## config.mk

```make
export PLATFORM = sky130hd
export DESIGN_NAME = mcrm_ctrl
export DESIGN_NICKNAME = d
export VERILOG_FILES = /design/src/design/mcrm_pkg.sv /design/src/design/mcrm_ctrl.sv
export VERILOG_INCLUDE_DIRS = /design/src /design/src/design
export SDC_FILE = /design/constraint.sdc
export NUM_CORES = 1
export LEC_CHECK = 0
export ABC_AREA = 1
export BUFFER_PORTS_ARGS = -buffer_cell sky130_fd_sc_hd__buf_2
export CAP_MARGIN = 20
export CORE_MARGIN = 2
export CORE_UTILIZATION = 46
export CTS_CLUSTER_DIAMETER = 30
export CTS_CLUSTER_SIZE = 24
export DETAILED_ROUTE_END_ITERATION = 6
export GPL_ROUTABILITY_DRIVEN = 0
export GPL_TIMING_DRIVEN = 0
export HOLD_SLACK_MARGIN = 0.03
export MAX_ROUTING_LAYER = met4
export PLACE_DENSITY = 0.71
export RECOVER_POWER = 50
export SYNTH_ARGS = -nofsm -noshare
export SYNTH_HDL_FRONTEND = slang
export SYNTH_SLANG_ARGS = --single-unit
```

## constraint.sdc

```tcl
create_clock -name clk -period 1.6 [get_ports clk]
set_input_delay 0.16 -clock clk [delete_from_list [all_inputs] [get_ports clk]]
set_output_delay 0.16 -clock clk [all_outputs]
set_load 0.02 [all_outputs]
```

## src/design/assert_macros.svh

```systemverilog
// ----------------------------------------------------------------------------
// Assertion macros
// Shared concurrent assertion forms used by the migration rate matrix RTL.
// ----------------------------------------------------------------------------
`ifndef ASSERT_MACROS_SVH
`define ASSERT_MACROS_SVH

// The consequent must hold in the same cycle as the antecedent.
`define ASSERT_IMPLIES(label, clk, rst, ante, cons) \
  label: assert property (@(posedge clk) disable iff (rst) (ante) |-> (cons)) \
    else $error("assertion failed");

// The consequent must hold in the cycle after the antecedent.
`define ASSERT_NEXT(label, clk, rst, ante, cons) \
  label: assert property (@(posedge clk) disable iff (rst) (ante) |=> (cons)) \
    else $error("assertion failed");

`endif

```

## src/design/mcrm_pkg.sv

```systemverilog
// ----------------------------------------------------------------------------
// mcrm_pkg
// Types, constants and command structures of the migration rate matrix.
// ----------------------------------------------------------------------------
`default_nettype none

package mcrm_pkg;

  // Number of populations and derived index widths.
  localparam int POPULATIONS = 4;
  localparam int IW          = $clog2(POPULATIONS);
  localparam int ADDR_W      = 2 * IW;
  localparam int MEM_DEPTH   = 1 << ADDR_W;
  localparam int SUM_W       = 32 + IW;

  // Fixed-point constants.
  localparam logic [31:0]      PROB_ONE     = 32'h8000_0000;
  localparam logic [31:0]      PROB_DEFAULT = 32'd2147484;
  localparam logic [31:0]      SIZE_DEFAULT = 32'd100000;
  localparam logic [47:0]      MAX48        = 48'hFFFF_FFFF_FFFF;
  localparam logic [SUM_W-1:0] SUM_ONE      = SUM_W'(PROB_ONE);

  // Request opcodes.
  localparam logic [1:0] OP_LOAD_PROB = 2'd0;
  localparam logic [1:0] OP_LOAD_POP  = 2'd1;
  localparam logic [1:0] OP_COMPUTE   = 2'd2;

  typedef logic [IW-1:0] idx_t;

  typedef struct packed {
    logic [1:0]  opcode;
    logic [1:0]  source_index;
    logic [1:0]  target_index;
    logic [31:0] probability;
    logic [31:0] pop_size;
    logic [31:0] contact_density;
  } in_item_t;

  typedef struct packed {
    logic [1:0]  row_index;
    logic [1:0]  column_index;
    logic [47:0] effective_rate;
    logic [47:0] multiplier_rate;
    logic [47:0] actual_size_of_target;
    logic [47:0] max_effective_of_target;
    logic        fault;
    logic        last;
  } out_item_t;

  typedef enum logic [4:0] {
    ST_IDLE,
    ST_DG_RD,
    ST_DG_ACC,
    ST_DG_WR,
    ST_MX_RD,
    ST_MX_MUL,
    ST_MX_ACC,
    ST_MX_ST,
    ST_PAIR,
    ST_PAIR_END,
    ST_TM_CHK,
    ST_TM_RD1,
    ST_TM_RD2,
    ST_TM_PP,
    ST_TM_LO,
    ST_TM_HI,
    ST_TM_NUM,
    ST_TM_DST,
    ST_TM_DWAIT,
    ST_TM_ACC,
    ST_TM_NEXT,
    ST_EMIT,
    ST_PAIR_NEXT
  } state_t;

  // Commands from the controller to the datapath.
  typedef struct packed {
    logic load_prob;
    logic load_pop;
    logic run_start;
    logic rd_en;
    idx_t row;
    idx_t col;
    idx_t k;
    logic sum_add;
    logic diag_write;
    logic mul_size;
    logic acc_mix;
    logic store_mix;
    logic capture_a;
    logic mul_pp;
    logic mul_lo;
    logic mul_hi;
    logic form_num;
    logic div_start;
    logic acc_term;
    logic max_update;
    logic hold_eff;
    logic acc_clear;
    logic emit;
    logic last;
  } cmd_t;

  // Status from the datapath to the controller.
  typedef struct packed {
    logic mixed_zero;
    logic div_done;
    logic out_free;
  } sts_t;

endpackage

`default_nettype wire

```

## src/design/mcrm_ctrl.sv

```systemverilog
// ----------------------------------------------------------------------------
// mcrm_ctrl
// Sequencer that walks the diagonal, mixed-size and rate passes of a compute.
// ----------------------------------------------------------------------------
`default_nettype none
`include "assert_macros.svh"

module mcrm_ctrl (
  input  wire logic           clk,
  input  wire logic           rst,
  input  wire logic           in_valid,
  input  wire logic [1:0]     opcode,
  output logic                in_ready,
  output mcrm_pkg::cmd_t      cmd,
  input  wire mcrm_pkg::sts_t sts
);

  localparam mcrm_pkg::idx_t LAST = mcrm_pkg::idx_t'(mcrm_pkg::POPULATIONS - 1);

  mcrm_pkg::state_t state, state_next;
  mcrm_pkg::idx_t   s, s_next;
  mcrm_pkg::idx_t   t, t_next;
  mcrm_pkg::idx_t   m, m_next;
  logic             mult_mode, mult_mode_next;
  logic             emit_pass, emit_pass_next;

  // State and loop counters.
  always_ff @(posedge clk) begin
    if (rst) begin
      state     <= mcrm_pkg::ST_IDLE;
      s         <= '0;
      t         <= '0;
      m         <= '0;
      mult_mode <= 1'b0;
      emit_pass <= 1'b0;
    end else begin
      state     <= state_next;
      s         <= s_next;
      t         <= t_next;
      m         <= m_next;
      mult_mode <= mult_mode_next;
      emit_pass <= emit_pass_next;
    end
  end

  // Next state and commands.
  always_comb begin
    state_next     = state;
    s_next         = s;
    t_next         = t;
    m_next         = m;
    mult_mode_next = mult_mode;
    emit_pass_next = emit_pass;
    in_ready       = 1'b0;
    cmd            = '0;
    cmd.row        = s;
    cmd.col        = mult_mode ? t : m;
    cmd.k          = mult_mode ? t : m;

    unique case (state)
      mcrm_pkg::ST_IDLE: begin
        in_ready = 1'b1;
        if (in_valid) begin
          unique case (opcode)
            mcrm_pkg::OP_LOAD_PROB: cmd.load_prob = 1'b1;
            mcrm_pkg::OP_LOAD_POP:  cmd.load_pop = 1'b1;
            mcrm_pkg::OP_COMPUTE: begin
              cmd.run_start  = 1'b1;
              s_next         = '0;
              t_next         = '0;
              m_next         = '0;
              mult_mode_next = 1'b0;
              emit_pass_next = 1'b0;
              state_next     = mcrm_pkg::ST_DG_RD;
            end
            default: ;
          endcase
        end
      end

      // Row sums and diagonal rebuild.
      mcrm_pkg::ST_DG_RD: begin
        cmd.rd_en  = 1'b1;
        cmd.row    = s;
        cmd.col    = t;
        state_next = mcrm_pkg::ST_DG_ACC;
      end
      mcrm_pkg::ST_DG_ACC: begin
        cmd.sum_add = t != s;
        if (t == LAST) begin
          t_next     = '0;
          state_next = mcrm_pkg::ST_DG_WR;
        end else begin
          t_next     = t + 1'b1;
          state_next = mcrm_pkg::ST_DG_RD;
        end
      end
      mcrm_pkg::ST_DG_WR: begin
        cmd.diag_write = 1'b1;
        cmd.row        = s;
        if (s == LAST) begin
          s_next     = '0;
          t_next     = '0;
          m_next     = '0;
          state_next = mcrm_pkg::ST_MX_RD;
        end else begin
          s_next     = s + 1'b1;
          state_next = mcrm_pkg::ST_DG_RD;
        end
      end

      // Mixed sizes: column-weighted sums of head counts.
      mcrm_pkg::ST_MX_RD: begin
        cmd.rd_en  = 1'b1;
        cmd.row    = t;
        cmd.col    = m;
        state_next = mcrm_pkg::ST_MX_MUL;
      end
      mcrm_pkg::ST_MX_MUL: begin
        cmd.mul_size = 1'b1;
        cmd.k        = t;
        state_next   = mcrm_pkg::ST_MX_ACC;
      end
      mcrm_pkg::ST_MX_ACC: begin
        cmd.acc_mix = 1'b1;
        if (t == LAST) begin
          t_next     = '0;
          state_next = mcrm_pkg::ST_MX_ST;
        end else begin
          t_next     = t + 1'b1;
          state_next = mcrm_pkg::ST_MX_RD;
        end
      end
      mcrm_pkg::ST_MX_ST: begin
        cmd.store_mix = 1'b1;
        cmd.acc_clear = 1'b1;
        cmd.k         = m;
        if (m == LAST) begin
          m_next     = '0;
          s_next     = '0;
          t_next     = '0;
          state_next = mcrm_pkg::ST_PAIR;
        end else begin
          m_next     = m + 1'b1;
          state_next = mcrm_pkg::ST_MX_RD;
        end
      end

      // One source and target pair.
      mcrm_pkg::ST_PAIR: begin
        if (s == t) begin
          state_next = mcrm_pkg::ST_PAIR_END;
        end else begin
          m_next     = '0;
          state_next = mcrm_pkg::ST_TM_CHK;
        end
      end

      // One rate term: two probabilities, density, divide by mixed size.
      mcrm_pkg::ST_TM_CHK: begin
        if (sts.mixed_zero) begin
          state_next = mult_mode ? mcrm_pkg::ST_EMIT : mcrm_pkg::ST_TM_NEXT;
        end else begin
          state_next = mcrm_pkg::ST_TM_RD1;
        end
      end
      mcrm_pkg::ST_TM_RD1: begin
        cmd.rd_en  = 1'b1;
        cmd.row    = s;
        state_next = mcrm_pkg::ST_TM_RD2;
      end
      mcrm_pkg::ST_TM_RD2: begin
        cmd.rd_en     = 1'b1;
        cmd.row       = mult_mode ? s : t;
        cmd.capture_a = 1'b1;
        state_next    = mcrm_pkg::ST_TM_PP;
      end
      mcrm_pkg::ST_TM_PP: begin
        cmd.mul_pp = 1'b1;
        state_next = mcrm_pkg::ST_TM_LO;
      end
      mcrm_pkg::ST_TM_LO: begin
        cmd.mul_lo = 1'b1;
        state_next = mcrm_pkg::ST_TM_HI;
      end
      mcrm_pkg::ST_TM_HI: begin
        cmd.mul_hi = 1'b1;
        state_next = mcrm_pkg::ST_TM_NUM;
      end
      mcrm_pkg::ST_TM_NUM: begin
        cmd.form_num = 1'b1;
        state_next   = mcrm_pkg::ST_TM_DST;
      end
      mcrm_pkg::ST_TM_DST: begin
        cmd.div_start = 1'b1;
        state_next    = mcrm_pkg::ST_TM_DWAIT;
      end
      mcrm_pkg::ST_TM_DWAIT: begin
        if (sts.div_done) begin
          state_next = mcrm_pkg::ST_TM_ACC;
        end
      end
      mcrm_pkg::ST_TM_ACC: begin
        cmd.acc_term = 1'b1;
        state_next   = mult_mode ? mcrm_pkg::ST_EMIT : mcrm_pkg::ST_TM_NEXT;
      end
      mcrm_pkg::ST_TM_NEXT: begin
        if (m == LAST) begin
          state_next = mcrm_pkg::ST_PAIR_END;
        end else begin
          m_next     = m + 1'b1;
          state_next = mcrm_pkg::ST_TM_CHK;
        end
      end

      // First pass tracks maxima; second pass moves on to the multiplier term.
      mcrm_pkg::ST_PAIR_END: begin
        cmd.k = t;
        if (!emit_pass) begin
          cmd.max_update = 1'b1;
          state_next     = mcrm_pkg::ST_PAIR_NEXT;
        end else begin
          cmd.hold_eff   = 1'b1;
          cmd.acc_clear  = 1'b1;
          mult_mode_next = 1'b1;
          state_next     = mcrm_pkg::ST_TM_CHK;
        end
      end
      mcrm_pkg::ST_EMIT: begin
        cmd.row = s;
        cmd.col = t;
        cmd.k   = t;
        if (sts.out_free) begin
          cmd.emit   = 1'b1;
          cmd.last   = (s == LAST) && (t == LAST);
          state_next = mcrm_pkg::ST_PAIR_NEXT;
        end
      end
      mcrm_pkg::ST_PAIR_NEXT: begin
        cmd.acc_clear  = 1'b1;
        mult_mode_next = 1'b0;
        state_next     = mcrm_pkg::ST_PAIR;
        if (t == LAST) begin
          t_next = '0;
          if (s == LAST) begin
            s_next = '0;
            if (emit_pass) begin
              state_next = mcrm_pkg::ST_IDLE;
            end else begin
              emit_pass_next = 1'b1;
            end
          end else begin
            s_next = s + 1'b1;
          end
        end else begin
          t_next = t + 1'b1;
        end
      end
      default: begin
        state_next = mcrm_pkg::ST_IDLE;
      end
    endcase
  end

  `ASSERT_IMPLIES(a_ctrl_div_nonzero, clk, rst, cmd.div_start, !sts.mixed_zero)
  `ASSERT_IMPLIES(a_ctrl_emit_free, clk, rst, cmd.emit, sts.out_free)

endmodule

`default_nettype wire

```

==> impl_metrics.json <==
{
  "yosysSeqAreaShare_pct": 18.4,
  "drtPass1Iterations": 5,
  "p_leak_nw": 1.15,
  "cts_buffer_depth": 2,
  "antennaDiodeCount": 0,
  "design_area_sq_um": 2270,
  "powerDensity_nw_per_um2": 374,
  "root_buffer": "clkbuf_4",
  "ant_nets": 0,
  "avgSynthCellArea_sq_um": 5.76,
  "ys_seq_elements": 13,
  "status": "finished with violations",
  "slew_viol_final": 0,
  "regArea_sq_um": 283,
  "finalSetupViolCount": 13,
  "fmax_mhz": 588,
  "die_x_um": 59.5,
  "holdCritPathClass": "input port to register",
  "route.vias.total": 2025,
  "synth_warnings": 0,
  "relSlewSlack_pct": 63.4,
  "track_usage_pct": 29.9,
  "ios": 36,
  "rsz0062_at_grt": "yes",
  "hold_path_end": "state[0]$_SDFFE_PP0P_",
  "holdBufCountCts": 0,
  "numCtsBuffers": 3,
  "grt-ovfl-total": 0,
  "core_sq_um": 2980,
  "drc": 0,
  "power.total_mw": 0.847,
  "cts_tree": "built",
  "fp.dieH_um": 59.5,
  "io_buffer_count": 35,
  "crit_type": "register to primary output",
  "grt_max_degree": 11,
  "ys_types": 33,
  "met3_length_um": 535,
  "worst_slack_ps": -100,
  "worst_pin_slew_ps": 549,
  "clock_latency_ps": 290,
  "final_common_cell": "nand2_1",
  "hp-start": "rst",
  "grt_pass1_vias": 1696,
  "area_growth_pct": 60.1,
  "r2r_end": "state[1]$_SDFFE_PP0P_",
  "drv_cap": 0,
  "met2_length_um": 2720,
  "critical_path.max_fanout": 4,
  "drive_gt1_share_pct": 48.3,
  "worst-r2r-setup-slack_ps": -70,
  "min_period_ps": 1700,
  "fill_cells": 224,
  "initial_core_util_pct": 47.6,
  "cts_sinks": 13,
  "avgViaCountPerCell": 5.82,
  "wire_per_inst_um": 16.2,
  "rows": 20,
  "violations": "setup timing",
  "hold_depth": 2,
  "htreeDepth": 1,
  "arrival_ps": 1540,
  "cp-start-kind": "register",
  "worst_r2r_path_depth": 12,
  "place_area_sq_um": 1640,
  "cp.required_ps": 1440,
  "vdd_drop_max_mv": 0.414,
  "wl_um": 5640,
  "antenna_found_initial": 0,
  "crit_path_end_kind": "primary output",
  "topRoutingLayerUsed": "met4",
  "syn-cell-area_sq_um": 1420,
  "grt_pass1_wl_um": 7720,
  "final_nets": 327,
  "clk_pin_slew_ps": 80,
  "hold_viol": 0,
  "multiInputGateArea_sq_um": 1240,
  "period_share_pct": 106,
  "die-area_sq_um": 3540,
  "whs_ps": 87.4,
  "r2r-start": "state[2]$_SDFFE_PP0P_",
  "syn_inst": 246,
  "clock_skew_ps": 2.75,
  "drt-met1-wl_um": 2100,
  "syn-num-nets": 257,
  "final_cell_mix": "nand2_1, buf_4, nor2_1, inv_1",
  "drt_iter0_markers": 129,
  "hpwl_um": 3250
}
[area by class of cell]
cell class	instances	area share, %
Multi-Input combinational cell	190	54.9
Clock buffer	4	1.16
Sequential cell	13	12.5
Buffer	2	0.662
Timing Repair Buffer	65	21.5
Inverter	41	7.45
Tap cell	33	1.82
[sequential cells by signal, indices dropped and copies added, names as in the netlist]
name       cells
emit_pass      1
m              2
mult_mode      1
s              2
state          5
t              2
[worst max-delay path: stages (launching register included)]
cell      delay, ps
dfxtp_4         380
inv_4            90
nor2_4           50
buf_6           130
buf_6           120
nand2_4          70
clkinv_4         70
a22oi_2         150
nand2_1          80
buf_6           130
[cells in the mapped netlist, drive strengths merged]
cell	instances	area, sq um
or3	1	6.26
nand2	68	285
clkinv	1	5.00
o221ai	2	17.5
inv	40	150
buf	1	7.51
xnor2	1	8.76
o21ai	12	60.1
o211ai	1	7.51
nand4	6	43.8
a22oi	2	15.0
nor2	50	249
dfxtp	13	260
nor3	4	20.0
a211oi	2	15.0
ha	3	37.5
nand3	25	148
nor4	3	18.8
clkbuf	1	3.75
a21oi	8	43.8
nand3b	1	7.51
a31oi	1	6.26
[per-stage QoR]
stage	utilization (%)	instances	setup TNS [ps]	setup slack [ps]
global route	76.1	348	-1930	-161
floorplan	-	246	0	19.5
global placement	55.0	314	-910	-134
finish	76.1	348	-706	-100
detailed placement	55.0	314	-756	-122
CTS	66.8	338	-382	-77.2
[worst max path at each step]
stage / cells after the start / from / to / slack (ps)
after global placement: 8 / state[2]$_SDFFE_PP0P_ / cmd[19] / -130
after global routing: 9 / state[2]$_SDFFE_PP0P_ / cmd[18] / -160
after detailed placement: 9 / state[1]$_SDFFE_PP0P_ / state[1]$_SDFFE_PP0P_ / -120
after floorplan: 6 / state[2]$_SDFFE_PP0P_ / cmd[0] / 20
final: 9 / state[2]$_SDFFE_PP0P_ / cmd[18] / -100
after CTS: 9 / state[2]$_SDFFE_PP0P_ / cmd[18] / -80
[routing by layer]
metal	track usage (%)	vias up
met3	5.02	38
met5	-	-
li1	-	935
met2	45.4	136
met4	19.7	0
met1	36.1	916
[timing repair]
action,in CTS,in global routing
endpoints found under the hold margin,0,0
resized for setup,55,59
endpoints found under the setup margin,34,26
pin swaps,13,14
setup buffers,20,10
[cell families after synthesis]
family                   after synthesis  share of synthesized area, %
AO/OA/AOI/OAI                         28                          11.7
XOR/XNOR                               1                         0.618
buffers and inverters                 43                          11.7
flip-flops                            13                          18.4
AND/OR/NAND/NOR                      158                          54.9
adder cells (fa/ha/maj)                3                          2.65
[power by group]
group          switching [mW]  total, mW  leakage [nW]  internal, mW
Combinational           0.165      0.286          1.03         0.121
Sequential             0.0196      0.346         0.111         0.326
Clock                   0.119      0.216        0.0150        0.0970
Total                   0.303      0.847          1.15         0.544
No activity file was read; power rests on OpenSTA's default activity.
